### config.mk
export PLATFORM = sky130hd
export DESIGN_NAME = sact_cfg
export DESIGN_NICKNAME = d
export VERILOG_FILES = /design/src/design/sact_pkg.sv /design/src/design/sact_cfg.sv
export SDC_FILE = /design/constraint.sdc
export NUM_CORES = 1
export LEC_CHECK = 0
export ABC_CLOCK_PERIOD_IN_PS = 2210
export BUFFER_PORTS_ARGS = -buffer_cell sky130_fd_sc_hd__buf_2
export CAP_MARGIN = 25
export CORE_MARGIN = 3
export CORE_UTILIZATION = 41
export DETAILED_ROUTE_END_ITERATION = 16
export GPL_TIMING_DRIVEN = 0
export PLACE_DENSITY = 0.79
export SLEW_MARGIN = 5
export SYNTH_ARGS = -nofsm -noshare
export SYNTH_HDL_FRONTEND = slang
export SYNTH_SLANG_ARGS = --single-unit
### constraint.sdc
create_clock -name clk -period 2.21 [get_ports clk]
set_clock_uncertainty 0.2 [all_clocks]
set_input_delay 0.663 -clock clk [delete_from_list [all_inputs] [get_ports clk]]
set_output_delay 0.663 -clock clk [all_outputs]
set_load 0.02 [all_outputs]
### src/design/sact_pkg.sv
`timescale 1ns / 1ps
// ----------------------------------------------------------------------------
// sact_pkg: shared definitions for the set-associative cache tag lookup
// Types, constants and the replacement LFSR step used by the block files.
// ----------------------------------------------------------------------------
package sact_pkg;

  localparam int DEF_MAX_BLOCKS = 2048;
  localparam int DEF_ADDR_WIDTH = 32;
  localparam int TAG_W          = 28;
  localparam int WAY_OUT_W      = 11;
  localparam int APB_ADDR_W     = 4;
  localparam int APB_DATA_W     = 32;

  // Register indexes (byte address is four times the index).
  localparam logic [1:0] REG_OFFSET_BITS = 2'd0;
  localparam logic [1:0] REG_BLOCK_BITS  = 2'd1;
  localparam logic [1:0] REG_WAY_BITS    = 2'd2;
  localparam logic [1:0] REG_SEED        = 2'd3;

  // Register reset values.
  localparam logic [2:0]  RST_OFFSET_BITS = 3'd4;
  localparam logic [3:0]  RST_BLOCK_BITS  = 4'd11;
  localparam logic [3:0]  RST_WAY_BITS    = 4'd3;
  localparam logic [15:0] RST_SEED        = 16'd44257;

  typedef struct packed {
    logic [2:0]  offset_bits;
    logic [3:0]  block_bits;
    logic [3:0]  way_bits;
    logic        seed_load;
    logic [15:0] seed;
  } cfg_t;

  typedef struct packed {
    logic                 valid;
    logic                 hit;
    logic [WAY_OUT_W-1:0] way;
    logic [31:0]          hit_count;
    logic [31:0]          miss_count;
  } res_t;

  typedef enum logic [4:0] {
    ST_IDLE   = 5'b00001,
    ST_CLEAR  = 5'b00010,
    ST_SETUP  = 5'b00100,
    ST_SEARCH = 5'b01000,
    ST_FINISH = 5'b10000
  } state_t;

  // Fibonacci LFSR, taps x^16 + x^14 + x^13 + x^11 + 1, shifting right.
  function automatic logic [15:0] lfsr_next(input logic [15:0] v);
    logic fb;
    fb = v[0] ^ v[2] ^ v[3] ^ v[5];
    return {fb, v[15:1]};
  endfunction

endpackage

### src/design/sact_cfg.sv
`timescale 1ns / 1ps
// ----------------------------------------------------------------------------
// sact_cfg: configuration register file
// APB-style register access for the geometry and the replacement seed.
// ----------------------------------------------------------------------------
module sact_cfg
  import sact_pkg::*;
(
  input  logic                  clk,
  input  logic                  rst,
  input  logic                  psel,
  input  logic                  penable,
  input  logic                  pwrite,
  input  logic [APB_ADDR_W-1:0] paddr,
  input  logic [APB_DATA_W-1:0] pwdata,
  output logic [APB_DATA_W-1:0] prdata,
  output logic                  pready,
  output cfg_t                  cfg
);

  logic [2:0]  offset_bits;
  logic [3:0]  block_bits;
  logic [3:0]  way_bits;
  logic [15:0] random_seed;
  logic        seed_load;
  logic        wr;
  logic [1:0]  reg_idx;

  assign pready  = 1'b1;
  assign reg_idx = paddr[3:2];
  assign wr      = psel && penable && pwrite;

  always_ff @(posedge clk) begin
    if (rst) begin
      offset_bits <= RST_OFFSET_BITS;
      block_bits  <= RST_BLOCK_BITS;
      way_bits    <= RST_WAY_BITS;
      random_seed <= RST_SEED;
      seed_load   <= 1'b0;
    end else begin
      seed_load <= 1'b0;
      if (wr) begin
        case (reg_idx)
          REG_OFFSET_BITS: offset_bits <= pwdata[2:0];
          REG_BLOCK_BITS:  block_bits  <= pwdata[3:0];
          REG_WAY_BITS:    way_bits    <= pwdata[3:0];
          REG_SEED: begin
            random_seed <= pwdata[15:0];
            seed_load   <= 1'b1;
          end
          default: ;
        endcase
      end
    end
  end

  always_comb begin
    case (reg_idx)
      REG_OFFSET_BITS: prdata = {29'd0, offset_bits};
      REG_BLOCK_BITS:  prdata = {28'd0, block_bits};
      REG_WAY_BITS:    prdata = {28'd0, way_bits};
      REG_SEED:        prdata = {16'd0, random_seed};
      default:         prdata = '0;
    endcase
  end

  // The seed register loads the LFSR in the cycle after the write; no lookup
  // observes the gap if the user writes it while idle, which is not enforced.
  assign cfg.offset_bits = offset_bits;
  assign cfg.block_bits  = block_bits;
  assign cfg.way_bits    = way_bits;
  assign cfg.seed_load   = seed_load;
  assign cfg.seed        = random_seed;

endmodule

==> out/results.txt <==
Post-synth ARST share: 0%
Proportion of layout cells with a drive suffix above 1: 49.0%
Data required time of the worst path: 1.35 ns
Worst-path clk slew: 0.09 ns
Top-area cell type share of the netlist area: 36.8%
Vias: 1329
Commonest non-fill, non-tap cell in the layout: buf_2
Setup TNS: -1.02 ns
Status: finished, violations left
Slew @ Worst Pin: 0.506 ns
Sequential share of the synthesized area: 36.8%
Tcrit/Tclk final: 104%
Failing checks: negative setup slack
Crit Path Max Fanout: 7
Commonest cells after routing, fill and taps aside: 53 x buf_2, 28 x dfxtp_1, 27 x buf_4
Vias/cell: 4.51
Worst-path cell chain: buf_12 > mux4_2 > buf_6
IO Port Bufs: 63
Routability cong.: 0.743
Crit path from: paddr[2]
Seq pwr share: 44.9%
Worst path slowest cell: mux4_2
Mean post-synth cell area: 9.39 sq um
Power share of the clock group: 34.6%
Largest cells by area after synthesis: dfxtp_1 37%, mux2i_1 14%, buf_4 9.9%, nor2_1 6.2%, and3_1 4.9%
Netlist Area Pre-Place: 1520 sq um
Largest net degree at the start of global routing: 17
Largest area contributor in the netlist: dfxtp_1
CTS tree: done
NetSw: 0.284 mW
Unique masters post-synth: 26
Hpwl dp: 2790 um
Max frequency: 436 MHz
Router iterations before antenna repair: 4
Biggest cell delay along the critical path: 0.51 ns
Crit Path Class: in2out
Die Height: 66.9 um
Peak supply drop: 0.533 mV
Number of hold violations in the final report: 0
H-tree depth: 1
Clock sink count: 28
Final Non-Filler Cells: 295
CP Data Arrival Time: 1.43 ns
Layout Nets: 291
Post-layout minimum cycle time: 2.29 ns
Cts bufs inserted: 3
DR WL/cell: 12.9 um
Setup crit end kind: primary output
Synth warn: 0
Comb power frac: 20.5%
Fin worst setup slack: -0.0841 ns
DIE WIDTH: 66.9 um
Post-synthesis cell count: 162
Int Power: 0.863 mW
Post-synth EDFFs: 0
First-pass GRT wire length: 5800 um
Switching share of power: 24.8%
Worst setup SP type: input pin
P&R area growth vs syn: 44.1%
Max Slew Vio Count: 0
Top-Level Pins: 102
Design area: 2190 sq um
# rows: 21
Antenna-violating nets left: 0
Starting Density: 44.2%
Placed Area: 1980 sq um
RSZ-0062 raised after global routing: true
Hold WS: 0.288 ns
Final setup viols: 15
CTS root buf: clkbuf_8
Final antenna diode count: 0
Global Route Usage Sum: 17.1%
Maximum clock path buffer count: 2
WL final: 3790 um
Hold_sp: random_seed[9]
Clk_lat worst skew: 0.27 ns
Min-Delay Path Class: reg2reg
Main synth FF type: dfxtp_1
P_leak: 1.06 nW
Vias in the first global route: 1180
Core Area: 3440 sq um
Slew HR: 66.3%
Power per cell area: 523 nW/um^2
Cells after DPL: 286
Die area: 4480 sq um
Initial drt markers: 64
Initial antenna violation count: 0
Total of max-cap violations: 0
Global route total overflow: 0
DRC violations left: 0
#FFs+latches synth: 28
Reg2reg start: random_seed[12]
Util after Layout: 63.7%
==> power by group through the flow <==
| stage | Clock (mW) | Sequential (mW) | Combinational (mW) |
|---|---|---|---|
| after floorplan | 0 | 0.534 | 0.143 |
| after global placement | 0 | 0.527 | 0.204 |
| after detailed placement | 0 | 0.527 | 0.205 |
| after CTS | 0.407 | 0.515 | 0.231 |
| after global routing | 0.433 | 0.517 | 0.252 |
| final | 0.397 | 0.515 | 0.235 |
==> state kept, by name (all words and copies together) (netlist names) <==
register / count
random_seed: 16
block_bits: 4
way_bits: 4
offset_bits: 3
seed_load: 1
==> synth_stat cells, types with 2 or more instances <==
master / number
dfxtp_1: 28
nor2_1: 25
mux2i_1: 22
buf_4: 20
and3_1: 12
nand2b_1: 12
clkbuf_1: 6
a21oi_1: 5
nand4_1: 5
o21ai_0: 5
buf_2: 3
mux4_2: 3
buf_6: 2
conb_1: 2
==> per-layer routing <==
metal  GRT usage [%]  vias to the layer above  routed length (um)
met5               0                        -                   0
met4            3.04                        0                  24
met3            4.38                        2                 281
met2            30.1                       48                1860
met1            21.1                      590                1620
li1                -                      689                   -
==> metrics by stage <==
step | power, mW | setup slack (ns)
6_report | 1.15 | -0.0841
5_1_grt | 1.20 | -0.103
4_1_cts | 1.15 | -0.0826
3_5_place_dp | 0.732 | -0.279
3_3_place_gp | 0.731 | -0.256
2_1_floorplan | 0.678 | 0.00275
==> layout make-up <==
type,instances,area (sq um)
Clock buffer,3,41.3
Tap cell,46,57.6
Fill cell,310,1250
Sequential cell,28,561
Timing Repair Buffer,68,409
Multi-Input combinational cell,117,817
Buffer,32,277
Clock inverter,1,30.0
==> cells by family after synthesis <==
group,count (synthesis),share of synthesized area [%]
and+or+nand+nor,63,24.0
buffers and inverters,32,15.1
DFF,28,36.8
muxes,26,19.7
AOI/OAI and AO/OA,11,3.86
other,2,0.494
==> worst max-delay path, delay by kind of cell <==
family                 cells  cell delay [ns]
buffers and inverters      2             0.25
muxes                      1             0.51
==> timing repair <==
item,in CTS,in global routing
buffers inserted,4,0
cloned,1,0
hold buffers,0,0
resized for setup,24,6
setup endpoints to repair,15,16
==> final timing paths <==
| path | to | cells after the start | slack (ns) |
|---|---|---|---|
| max | prdata[1] | 3 | -0.08 |
| min reg2reg | random_seed[9] | 2 | 0.29 |
| min | random_seed[9] | 2 | 0.29 |
| max reg2reg | random_seed[12] | 2 | 1.33 |
Power figures use the tool's default switching activity.
